### src/hw/rtl/hsv2rgb_pkg.sv
// Shared types and constants of the HSV to RGB converter
`timescale 1ns / 1ps
`default_nettype none

package hsv2rgb_pkg;

  // field widths
  localparam int unsigned HueFracBits = 4;
  localparam int unsigned ChannelBits = 8;
  localparam int unsigned FracBits    = 8;
  localparam int unsigned HueW        = 9 + HueFracBits;

  // hue constants, in hue LSBs
  localparam int unsigned Deg60  = 60 << HueFracBits;
  localparam int unsigned Deg360 = 360 << HueFracBits;

  localparam int unsigned ChMax   = (1 << ChannelBits) - 1;
  localparam int unsigned FracOne = 1 << FracBits;
  localparam int unsigned Den     = ChMax * FracOne;

  // sector fraction: floor(rem * FracOne / Deg60) by reciprocal multiply
  localparam int unsigned     RemW       = $clog2(Deg60);
  localparam int unsigned     Deg60W     = $clog2(Deg60 + 1);
  localparam int unsigned     FracShift  = RemW + FracBits + Deg60W;
  localparam longint unsigned FracRecip  = ((64'd1 << FracShift) + Deg60 - 1) / Deg60;
  localparam int unsigned     FracRecipW = $clog2(FracRecip + 1);

  // channel scaling: floor(prod / Den) by reciprocal multiply
  localparam int unsigned     DenW      = $clog2(Den + 1);
  localparam int unsigned     ProdW     = ChannelBits + DenW;
  localparam int unsigned     DivShift  = ProdW + DenW;
  localparam longint unsigned DivRecip  = ((64'd1 << DivShift) + Den - 1) / Den;
  localparam int unsigned     DivRecipW = $clog2(DivRecip + 1);

  // queue between front and back
  localparam int unsigned QDepth = 2;
  localparam int unsigned QPtrW  = $clog2(QDepth);

  typedef enum logic [2:0] {
    SecRedYel = 3'd0,
    SecYelGrn = 3'd1,
    SecGrnCyn = 3'd2,
    SecCynBlu = 3'd3,
    SecBluMag = 3'd4,
    SecMagRed = 3'd5
  } sector_e;

  typedef struct packed {
    logic [HueW-1:0]        hue;
    logic [ChannelBits-1:0] saturation;
    logic [ChannelBits-1:0] brightness;
  } hsv_t;

  typedef struct packed {
    logic [ChannelBits-1:0] red;
    logic [ChannelBits-1:0] green;
    logic [ChannelBits-1:0] blue;
  } rgb_t;

  // classified word: what the back end needs
  typedef struct packed {
    sector_e                sector;
    logic [FracBits-1:0]    frac;
    logic [ChannelBits-1:0] saturation;
    logic [ChannelBits-1:0] brightness;
  } cls_t;

  typedef struct packed {
    logic full;
    logic empty;
  } q_stat_t;

endpackage

`default_nettype wire

### src/hw/rtl/hsv2rgb_front.sv
// Front end: accepts words, wraps the hue, finds sector and fraction
`timescale 1ns / 1ps
`default_nettype none

module hsv2rgb_front (
  input  logic                 clk_i,
  input  logic                 rst_ni,
  input  logic                 start_i,
  input  hsv2rgb_pkg::hsv_t    hsv_i,
  input  hsv2rgb_pkg::q_stat_t q_stat_i,
  output logic                 busy_o,
  output logic                 push_o,
  output hsv2rgb_pkg::cls_t    cls_o
);
  import hsv2rgb_pkg::*;

  localparam int unsigned FracProdW = RemW + FracRecipW;

  typedef struct packed {
    logic [RemW-1:0]        rem;
    sector_e                sector;
    logic [ChannelBits-1:0] saturation;
    logic [ChannelBits-1:0] brightness;
  } split_t;

  logic   a_valid_q, a_valid_d;
  hsv_t   a_item_q;
  logic   b_valid_q, b_valid_d;
  split_t b_item_q, b_item_d;

  logic   accept, a_move, b_ready, push;
  logic [HueW-1:0]      hue_wrap;
  logic [HueW-1:0]      sect_base;
  logic [FracProdW-1:0] frac_prod;

  // handshake between the two front stages and the queue
  assign push    = b_valid_q && !q_stat_i.full;
  assign b_ready = !b_valid_q || push;
  assign a_move  = a_valid_q && b_ready;
  assign busy_o  = a_valid_q && !b_ready;
  assign accept  = start_i && !busy_o;

  assign a_valid_d = accept || (a_valid_q && !a_move);
  assign b_valid_d = a_move || (b_valid_q && !push);

  // stage A -> B: wrap, sector by compare, remainder within sector
  always_comb begin
    hue_wrap = (a_item_q.hue >= HueW'(Deg360)) ? '0 : a_item_q.hue;
    priority if (hue_wrap >= HueW'(5 * Deg60)) begin
      b_item_d.sector = SecMagRed;
      sect_base       = HueW'(5 * Deg60);
    end else if (hue_wrap >= HueW'(4 * Deg60)) begin
      b_item_d.sector = SecBluMag;
      sect_base       = HueW'(4 * Deg60);
    end else if (hue_wrap >= HueW'(3 * Deg60)) begin
      b_item_d.sector = SecCynBlu;
      sect_base       = HueW'(3 * Deg60);
    end else if (hue_wrap >= HueW'(2 * Deg60)) begin
      b_item_d.sector = SecGrnCyn;
      sect_base       = HueW'(2 * Deg60);
    end else if (hue_wrap >= HueW'(Deg60)) begin
      b_item_d.sector = SecYelGrn;
      sect_base       = HueW'(Deg60);
    end else begin
      b_item_d.sector = SecRedYel;
      sect_base       = '0;
    end
    b_item_d.rem        = RemW'(hue_wrap - sect_base);
    b_item_d.saturation = a_item_q.saturation;
    b_item_d.brightness = a_item_q.brightness;
  end

  // stage B -> queue: fraction = rem * FracOne / Deg60 via reciprocal
  assign frac_prod = FracProdW'(b_item_q.rem) * FracProdW'(FracRecip);

  assign push_o           = push;
  assign cls_o.sector     = b_item_q.sector;
  assign cls_o.frac       = frac_prod[FracShift-FracBits +: FracBits];
  assign cls_o.saturation = b_item_q.saturation;
  assign cls_o.brightness = b_item_q.brightness;

  always_ff @(posedge clk_i or negedge rst_ni) begin
    if (!rst_ni) begin
      a_valid_q <= 1'b0;
      b_valid_q <= 1'b0;
    end else begin
      a_valid_q <= a_valid_d;
      b_valid_q <= b_valid_d;
    end
  end

  always_ff @(posedge clk_i) begin
    if (accept) begin
      a_item_q <= hsv_i;
    end
    if (a_move) begin
      b_item_q <= b_item_d;
    end
  end

endmodule

`default_nettype wire

### src/hw/rtl/hsv2rgb_fifo.sv
// Short queue of classified words between front and back ends
`timescale 1ns / 1ps
`default_nettype none

module hsv2rgb_fifo (
  input  logic                 clk_i,
  input  logic                 rst_ni,
  input  logic                 push_i,
  input  hsv2rgb_pkg::cls_t    cls_i,
  input  logic                 pop_i,
  output hsv2rgb_pkg::cls_t    cls_o,
  output hsv2rgb_pkg::q_stat_t q_stat_o
);
  import hsv2rgb_pkg::*;

  cls_t             entry_q [QDepth];
  logic [QPtrW-1:0] wr_ptr_q, wr_ptr_d;
  logic [QPtrW-1:0] rd_ptr_q, rd_ptr_d;
  logic [QPtrW:0]   cnt_q, cnt_d;
  logic             do_push, do_pop;

  assign q_stat_o.full  = (cnt_q == (QPtrW+1)'(QDepth));
  assign q_stat_o.empty = (cnt_q == '0);

  assign do_push = push_i && !q_stat_o.full;
  assign do_pop  = pop_i && !q_stat_o.empty;

  assign cls_o = entry_q[rd_ptr_q];

  always_comb begin
    wr_ptr_d = wr_ptr_q;
    rd_ptr_d = rd_ptr_q;
    cnt_d    = cnt_q;
    if (do_push) begin
      wr_ptr_d = (wr_ptr_q == QPtrW'(QDepth - 1)) ? '0 : wr_ptr_q + 1'b1;
    end
    if (do_pop) begin
      rd_ptr_d = (rd_ptr_q == QPtrW'(QDepth - 1)) ? '0 : rd_ptr_q + 1'b1;
    end
    if (do_push && !do_pop) begin
      cnt_d = cnt_q + 1'b1;
    end else if (do_pop && !do_push) begin
      cnt_d = cnt_q - 1'b1;
    end
  end

  always_ff @(posedge clk_i or negedge rst_ni) begin
    if (!rst_ni) begin
      wr_ptr_q <= '0;
      rd_ptr_q <= '0;
      cnt_q    <= '0;
    end else begin
      wr_ptr_q <= wr_ptr_d;
      rd_ptr_q <= rd_ptr_d;
      cnt_q    <= cnt_d;
    end
  end

  always_ff @(posedge clk_i) begin
    if (do_push) begin
      entry_q[wr_ptr_q] <= cls_i;
    end
  end

endmodule

`default_nettype wire

### src/hw/rtl/hsv2rgb_back.sv
// Back end: forms p, q, t, scales them and routes channels by sector
`timescale 1ns / 1ps
`default_nettype none

module hsv2rgb_back (
  input  logic                 clk_i,
  input  logic                 rst_ni,
  input  hsv2rgb_pkg::q_stat_t q_stat_i,
  input  hsv2rgb_pkg::cls_t    cls_i,
  output logic                 pop_o,
  output logic                 done_o,
  output hsv2rgb_pkg::rgb_t    rgb_o
);
  import hsv2rgb_pkg::*;

  localparam int unsigned DivProdW = ProdW + DivRecipW;

  // stage 1: saturation products
  logic                   s1_valid_q;
  logic [DenW-1:0]        x_p_q, x_q_q, x_t_q;
  logic [DenW-1:0]        x_p_d, x_q_d, x_t_d;
  logic [ChannelBits-1:0] s1_v_q;
  sector_e                s1_sec_q;
  logic [FracBits:0]      inv_frac;

  // stage 2: brightness products
  logic                   s2_valid_q;
  logic [ProdW-1:0]       pr_p_q, pr_q_q, pr_t_q;
  logic [ChannelBits-1:0] s2_v_q;
  sector_e                s2_sec_q;

  // stage 3: divide by Den, route
  logic [DivProdW-1:0]    dv_p, dv_q, dv_t;
  logic [ChannelBits-1:0] ch_p, ch_q, ch_t;
  rgb_t                   rgb_q, rgb_d;
  logic                   done_q;

  // never stalls: drain the queue whenever it holds a word
  assign pop_o = !q_stat_i.empty;

  assign inv_frac = (FracBits+1)'(FracOne) - {1'b0, cls_i.frac};
  assign x_p_d    = DenW'(cls_i.saturation) << FracBits;
  assign x_q_d    = DenW'(cls_i.saturation) * DenW'(cls_i.frac);
  assign x_t_d    = DenW'(cls_i.saturation) * DenW'(inv_frac);

  assign dv_p = DivProdW'(pr_p_q) * DivProdW'(DivRecip);
  assign dv_q = DivProdW'(pr_q_q) * DivProdW'(DivRecip);
  assign dv_t = DivProdW'(pr_t_q) * DivProdW'(DivRecip);
  assign ch_p = dv_p[DivShift +: ChannelBits];
  assign ch_q = dv_q[DivShift +: ChannelBits];
  assign ch_t = dv_t[DivShift +: ChannelBits];

  always_comb begin
    unique case (s2_sec_q)
      SecRedYel: rgb_d = '{red: s2_v_q, green: ch_t,   blue: ch_p};
      SecYelGrn: rgb_d = '{red: ch_q,   green: s2_v_q, blue: ch_p};
      SecGrnCyn: rgb_d = '{red: ch_p,   green: s2_v_q, blue: ch_t};
      SecCynBlu: rgb_d = '{red: ch_p,   green: ch_q,   blue: s2_v_q};
      SecBluMag: rgb_d = '{red: ch_t,   green: ch_p,   blue: s2_v_q};
      default:   rgb_d = '{red: s2_v_q, green: ch_p,   blue: ch_q};
    endcase
  end

  always_ff @(posedge clk_i or negedge rst_ni) begin
    if (!rst_ni) begin
      s1_valid_q <= 1'b0;
      s2_valid_q <= 1'b0;
      done_q     <= 1'b0;
    end else begin
      s1_valid_q <= pop_o;
      s2_valid_q <= s1_valid_q;
      done_q     <= s2_valid_q;
    end
  end

  always_ff @(posedge clk_i) begin
    x_p_q    <= x_p_d;
    x_q_q    <= x_q_d;
    x_t_q    <= x_t_d;
    s1_v_q   <= cls_i.brightness;
    s1_sec_q <= cls_i.sector;

    pr_p_q   <= ProdW'(s1_v_q) * ProdW'(DenW'(Den) - x_p_q);
    pr_q_q   <= ProdW'(s1_v_q) * ProdW'(DenW'(Den) - x_q_q);
    pr_t_q   <= ProdW'(s1_v_q) * ProdW'(DenW'(Den) - x_t_q);
    s2_v_q   <= s1_v_q;
    s2_sec_q <= s1_sec_q;

    rgb_q    <= rgb_d;
  end

  assign done_o = done_q;
  assign rgb_o  = rgb_q;

endmodule

`default_nettype wire

### src/hw/rtl/hsv_to_rgb_converter.sv
// Top level of the HSV to RGB converter
`timescale 1ns / 1ps
`default_nettype none

// HSV to RGB converter. One word in, one RGB word out, no state between
// words. A word is taken at a rising edge with start_i high and busy_o
// low; hue is degrees in unsigned Q9.4 (360.0 and up reads as 0),
// saturation and brightness are 8-bit fractions of 255. Each result shows
// on rgb_o for exactly one cycle with done_o high, in input order, and the
// receiver cannot hold it off. Throughput is one word per clock while
// busy_o is low; each word is registered at stage A, stage B, the queue,
// both back-end product stages and the output before done_o rises. The
// front end (two stages: hue wrap and sector compare, then a reciprocal
// multiply for the in-sector fraction) feeds a two-word queue; the back
// end (saturation products, brightness products, reciprocal divide by
// 255*256 with channel routing) drains it every cycle, so busy_o stays
// low in normal use. Products truncate toward zero; zero saturation gives
// grey.
module hsv_to_rgb_converter (
  input  logic               clk_i,
  input  logic               rst_ni,
  input  logic               start_i,
  input  hsv2rgb_pkg::hsv_t  hsv_i,
  output logic               busy_o,
  output logic               done_o,
  output hsv2rgb_pkg::rgb_t  rgb_o
);
  import hsv2rgb_pkg::*;

  q_stat_t q_stat;
  cls_t    front_cls;
  cls_t    queue_cls;
  logic    push;
  logic    pop;

  hsv2rgb_front u_front (
    .clk_i    (clk_i),
    .rst_ni   (rst_ni),
    .start_i  (start_i),
    .hsv_i    (hsv_i),
    .q_stat_i (q_stat),
    .busy_o   (busy_o),
    .push_o   (push),
    .cls_o    (front_cls)
  );

  hsv2rgb_fifo u_fifo (
    .clk_i    (clk_i),
    .rst_ni   (rst_ni),
    .push_i   (push),
    .cls_i    (front_cls),
    .pop_i    (pop),
    .cls_o    (queue_cls),
    .q_stat_o (q_stat)
  );

  hsv2rgb_back u_back (
    .clk_i    (clk_i),
    .rst_ni   (rst_ni),
    .q_stat_i (q_stat),
    .cls_i    (queue_cls),
    .pop_o    (pop),
    .done_o   (done_o),
    .rgb_o    (rgb_o)
  );

endmodule

`default_nettype wire

### config.mk
export PLATFORM = sky130hd
export DESIGN_NAME = hsv_to_rgb_converter
export DESIGN_NICKNAME = d
export VERILOG_FILES = /design/src/hw/rtl/hsv2rgb_pkg.sv /design/src/hw/rtl/hsv2rgb_front.sv /design/src/hw/rtl/hsv2rgb_fifo.sv /design/src/hw/rtl/hsv2rgb_back.sv /design/src/hw/rtl/hsv_to_rgb_converter.sv
export SDC_FILE = /design/constraint.sdc
export NUM_CORES = 2
export LEC_CHECK = 0
export ABC_AREA = 1
export BUFFER_PORTS_ARGS = -buffer_cell sky130_fd_sc_hd__buf_4
export CELL_PAD_IN_SITES_DETAIL_PLACEMENT = 0
export CELL_PAD_IN_SITES_GLOBAL_PLACEMENT = 1
export CORE_MARGIN = 2
export CORE_UTILIZATION = 40
export CTS_CLUSTER_DIAMETER = 100
export DETAILED_ROUTE_END_ITERATION = 7
export HOLD_SLACK_MARGIN = 0.08
export PLACE_DENSITY = 0.77
export SETUP_SLACK_MARGIN = 0.3
export SYNTH_ARGS = -nofsm -noshare
export SYNTH_HDL_FRONTEND = slang
export SYNTH_SLANG_ARGS = --single-unit
export TNS_END_PERCENT = 10
### constraint.sdc
create_clock -name clk_i -period 7.74 [get_ports clk_i]
set_input_delay 0.387 -clock clk_i [delete_from_list [all_inputs] [get_ports clk_i]]
set_output_delay 0.387 -clock clk_i [all_outputs]
set_load 0.01 [all_outputs]
==> After elaboration in Yosys (flattened, before gate mapping) <==
Memory sizes are Yosys's and may differ from the RTL's.
Index checks and enable logic that the tools add are counted.
{ "classes": {"multipliers": 9, "n_reduce_logical": 24, "n_addsub": 9, "n_lt_le_gt_ge": 6, "n_eq_ne": 5, "muxes": 17} }
{ "ops": {"columns": ["op", "n"], "rows": [
  ["multiplier 24 x 24 -> 47 bit, second input constant", 3],
  ["case mux 24 bit (5 select lines)", 1],
  ["multiplier 8 x 24 -> 24 bit", 3],
  ["subtractor 16 x 16 -> 17 bit, first input constant", 3],
  ["two-way mux 10 bit", 5],
  ["multiplier 10 x 19 -> 28 bit, second input constant", 1],
  [">= comparator 13 x 12 -> 1 bit, second input constant", 2],
  [">= comparator 13 bit, second input constant", 2],
  ["multiplier 8 x 8 -> 16 bit", 1],
  ["multiplier 8 x 9 -> 16 bit", 1],
  [">= comparator 13 x 10 -> 1 bit, second input constant", 1],
  [">= comparator 13 x 11 -> 1 bit, second input constant", 1],
  ["two-way mux 13 bit", 1],
  ["subtractor 10 bit", 1],
  ["logical AND 1 bit", 9],
  ["subtractor 9 x 8 -> 9 bit, first input constant", 1],
  ["zero test 1 bit", 8],
  ["== test 3 x 2 -> 1 bit, second input constant", 2],
  ["two-way mux 1 bit", 6],
  ["two-way mux 3 bit", 2],
  ["two-way mux 2 bit", 2],
  ["== test 3 x 1 -> 1 bit, second input constant", 1],
  ["== test 3 bit, second input constant", 1],
  ["zero test 3 bit", 1],
  ["other kinds (8)", 11]
]} }
{ "word_totals": {"output_inout_bits": 26, "regBits": 225, "ramBits": 54, "wordCells": 100, "memories": 1} }
{ "mem_list": {"columns": ["name", "words", "width", "rd", "rd_clocked_by_memory_dff", "write_ports", "line", "source"], "rows": [
  ["u_fifo.entry_q", 2, 27, 1, 0, 1, "hsv2rgb_fifo.sv:16", "cls_t entry_q [QDepth];"]
]} }

==> Depth between registers and ports, before layout <==
{ "logic_depth": {"depth_word": 9, "mapped_depth": 30} }

==> Modules after synthesis <==
A second synthesis with hierarchy kept.
{ "hier_totals": {"hier_cells": 4504, "hier_area_um2": 36535.0} }
{ "modules_own_cells": {"columns": ["module", "seq_area_each_um2", "area_per_inst_um2", "instances", "cells_each"], "rows": [
  ["hsv2rgb_back", 3037.9, 30335.3, 1, 3942],
  ["hsv2rgb_front", 1791.7, 4007.6, 1, 390],
  ["hsv2rgb_fifo", 1721.7, 2192.1, 1, 172]
]} }

==> Worst setup path before layout <==
No wires, ideal clock.
{ "synth_timing": {"path_type": "register to register", "start": "register u_fifo.rd_ptr_q", "end": "register u_back.x_t_q[13]", "setup_slack_ps": 2541, "t_arrival_ps": 5076, "required_ps": 7617, "stages_incl_launch_ff": 27, "setup_ps": 123, "synth_period_minus_slack_ps": 5199, "path_cell_list": "dfrtp_1 > buf_6 > inv_4 > or2_1 > o21ai_2 > ha_1 > nand2_4 > nor2_2 > nand2_1 > o21ai_0 > nand2_1 > inv_1 > nand2_1 > fa_1 > inv_1 > fa_1 > inv_1 > fa_1 > inv_1 > fa_1 > ha_1 > a21oi_1 > a21boi_0 > o21ai_1 > a21oi_1 > o21ai_1 > xor2_1"} }
{ "synth_via": {"elab_chain_cells": 3} }
{ "synth_lines": {"columns": ["element", "line", "source"], "rows": [
  ["start, declared", "hsv2rgb_fifo.sv:18", "logic [QPtrW-1:0] rd_ptr_q, rd_ptr_d;"],
  ["start signal, assigned", "hsv2rgb_fifo.sv:54", "rd_ptr_q <= rd_ptr_d;"],
  ["memory read (2 x 27 bit) *", null, null],
  ["subtractor 9 x 8 -> 9 bit", "hsv2rgb_back.sv:41", "assign inv_frac = (FracBits+1)'(FracOne) - {1'b0, cls_i.frac};"],
  ["multiplier 8 x 9 -> 16 bit *", "hsv2rgb_back.sv:44", "assign x_t_d = DenW'(cls_i.saturation) * DenW'(inv_frac);"],
  ["via u_back.x_t_d[13]", "hsv2rgb_back.sv:21", "logic [DenW-1:0] x_p_d, x_q_d, x_t_d;"],
  ["end signal, assigned", "hsv2rgb_back.sv:79", "x_t_q <= x_t_d;"],
  ["end, declared", "hsv2rgb_back.sv:20", "logic [DenW-1:0] x_p_q, x_q_q, x_t_q;"]
]} }
Mark *: on every way through the listed nets, which the timed path passes. The rest lies on a longest branch.
A chain may end at the register's enable or synchronous reset.

==> Worst setup path after layout <==
Same ends and word-level chain as after synthesis.

==> results.toml <==
[routing]
wl_met3_um = 3150
drt-initial-drc-count = 1331
firstDrtPassIters = 7
dr_wl_met2_um = 40000
viasPerCell = 4.88
top_layer_used = "met4"
num_vias = 27400
drcViolationCount = 0
routed_wl_um = 86200
routedWlPerCell_um = 15.4
wl_met1_um = 40000
ant_nets = 0

[floorplanning]
core_um2 = 88200
io_pins = 58
die-area_um2 = 91300
rows = 109
die_w_um = 302
start_util = 0.403
fp.dieH_um = 302

[yosys]
ys.flop_type = "dfxtp_1"
synth_area_leaders = "ha_1, fa_1, inv_1"
synth.cell_area_um2 = 35600
ys_ff_latch = 269
syn_nets = 5384
synth.yosys.seq_area_share = 0.184
synth_cell_type_count = 55
synthArstFlopShare = 0.0335
post_synth.cell_area_avg_um2 = 8.23
yosysTopAreaCell = "ha_1"
syn_inst = 4322
synth_top_area_frac = 0.232
synth_edf_count = 112
yosysWarnings = 0

[global_routing]
grt_max_degree = 30
grt_pass1_vias = 28000
overflow = 0
grt_first_pass_wirelength_um = 142000
antenna_found_initial = 4
grt.total_usage = 0.194

[place]
hpwl_um = 73100
gp_congestion = 0.927
pre_cts_slack_ps = 1910
placedCellCount = 5517
numPortBuffers = 57

[critical_path]
r2r_end = "u_back.x_t_q[13]$_DFF_P_"
slowest_stage = "o21ai_0"
cp-end-kind = "flop"
r2r_cells = 21
cp-start-kind = "flop"
required_ps = 8170
r2r-start = "u_fifo.rd_ptr_q$_DFFE_PN0N_"
slowest_delay_ps = 600
crit_fanout = 27
path_class = "reg2reg"
rrSetupSlack_ps = 1870
crit_chain = "buf_4, o21ai_0, clkinv_1, o21ai_0, nand2_1, inv_1, nand2_1, fa_1, inv_1, fa_1, inv_1, fa_1, inv_1, fa_1, ha_1, a21oi_1, a21boi_0, o21ai_1, a21oi_1, o21ai_1, xor2_1"
worst-endpoint-arrival_ps = 6300

[clock_tree]
clock_path_buffers = 3
cts_tree = "built"
worstSkewPairLatency_ps = 550
ctsResizeCount = 0
cts.htree.levels = 2
clk_pin_slew_ps = 60
cts_buffers = 34
cts_root_buf = "clkbuf_16"
post_cts_buffers = 0
cts_num_sinks = 269
hold_buffers = 31

[min_path]
hp-class = "in2async"

[cells_and_area]
mostFrequentLayoutCells = "inv_1, nand2_1, ha_1"
layout.nets = 5481
area_growth_pct = 9.45
final_common_cell = "inv_1"
final_cells = 5611
drive_gt1_frac = 0.0421

[job]
max-cap-violations = 0

[timing]
layout_setup_ws_ps = 1870
skew_ps = 29.4
slew_headroom = 0.281
setup_viol = 0
fmax_mhz = 170
slew_viol_final = 0
finalCritPeriodShare = 0.759
hold_viol_final = 0
worst_pin_slew_ps = 1080
tns_ps = 0
period_needed_ps = 5870
rsz0062_at_grt = "no"

[outcome]
status = "complete, no violations"
## how the worst max path moves through the flow
stage	cells past startpoint	end	startpoint	slack, ps
global route	24	u_back.pr_q_q[19]$_DFF_P_	u_back.x_q_q[0]$_DFF_P_	1310
CTS	24	u_back.pr_q_q[17]$_DFF_P_	u_back.x_q_q[0]$_DFF_P_	1880
floorplan	26	u_back.x_t_q[13]$_DFF_P_	u_fifo.rd_ptr_q$_DFFE_PN0N_	2540
detailed placement	24	u_back.pr_q_q[17]$_DFF_P_	u_back.x_q_q[0]$_DFF_P_	1910
finish	21	u_back.x_t_q[13]$_DFF_P_	u_fifo.rd_ptr_q$_DFFE_PN0N_	1870
global placement	25	u_back.pr_t_q[23]$_DFF_P_	u_back.x_q_q[0]$_DFF_P_	2020
## registers in the layout, summed over array words and instances, names as in the netlist, 8 cells and up
| name | count |
|---|---|
| u_back.x_t_q | 15 |
| u_back.rgb_o | 24 |
| u_back.s1_v_q | 8 |
| u_back.pr_p_q | 16 |
| u_back.x_p_q | 8 |
| u_back.x_q_q | 16 |
| u_back.pr_q_q | 24 |
| u_front.b_item_q | 10 |
| u_back.s2_v_q | 8 |
| u_front.cls_o | 19 |
| u_back.pr_t_q | 23 |
| u_front.a_item_q | 29 |
| u_fifo.entry_q | 54 |
## through the flow
stage,hold WS (ps),area [µm²],util
5_1_grt,214,38900,0.441
6_report,214,38900,0.441
4_1_cts,179,38900,0.441
3_5_place_dp,238,37400,0.424
3_3_place_gp,237,37400,0.424
2_1_floorplan,91.4,35600,-
## routing by layer
metal	vias up	global-route usage
met3	128	0.0204
met5	-	0
met2	524	0.327
met4	0	0.0659
met1	12900	0.260
li1	13800	-
## cells by family after synthesis
logic type / count (synthesis) / synth area share
flops: 269 / 0.184
buf+inv: 987 / 0.105
xor+xnor: 113 / 0.0280
fa+ha+maj: 1030 / 0.441
simple gates: 1523 / 0.178
compound gates: 400 / 0.0640
## Yosys cell counts, types with 3 or more instances
library cell and count:
inv_1 924, o21ai_0 110, nor4_1 15, o21ai_2 8, nand4_1 50, inv_2 8
a31oi_1 18, or2_1 7, a21o_1 25, nor2_2 4, nor2_1 448, dfxtp_1 148
nor3_1 40, a211oi_1 4, dfrtp_1 9, nor2_4 4, fa_1 371, ha_1 659
or2_2 17, nand3_1 141, o211ai_1 7, edfxtp_1 112, xnor2_1 50, a21oi_1 175
nand3b_1 13, nand2_1 763, clkbuf_1 36, a21boi_0 12, buf_1 3, o21a_1 5
and2_1 7, o21bai_1 14, xor2_1 62, clkinv_1 8, o21ai_1 8, buf_2 5
o2111ai_1 5
## worst max-delay path, delay by kind of cell (launching register included)
kind,cells,cell delay [ps]
adders and majority gates,5,2300
AOI/OAI and AO/OA,7,1620
buffers and inverters,6,1060
DFF,1,400
and+or+nand+nor,2,190
xor gates and xnor gates,1,140
## cell type report
| class | instances | area [µm²] |
|---|---|---|
| Inverter | 941 | 3530 |
| Clock inverter | 21 | 300 |
| Antenna cell | 1 | 2.50 |
| Clock buffer | 41 | 907 |
| Fill cell | 8749 | 49300 |
| Timing Repair Buffer | 107 | 881 |
| Multi-Input combinational cell | 3066 | 25300 |
| Tap cell | 1165 | 1460 |
| Sequential cell | 269 | 6550 |
Power is not shown: default switching activity piles up to over one toggle a cycle in this logic, so the estimate is an artifact.
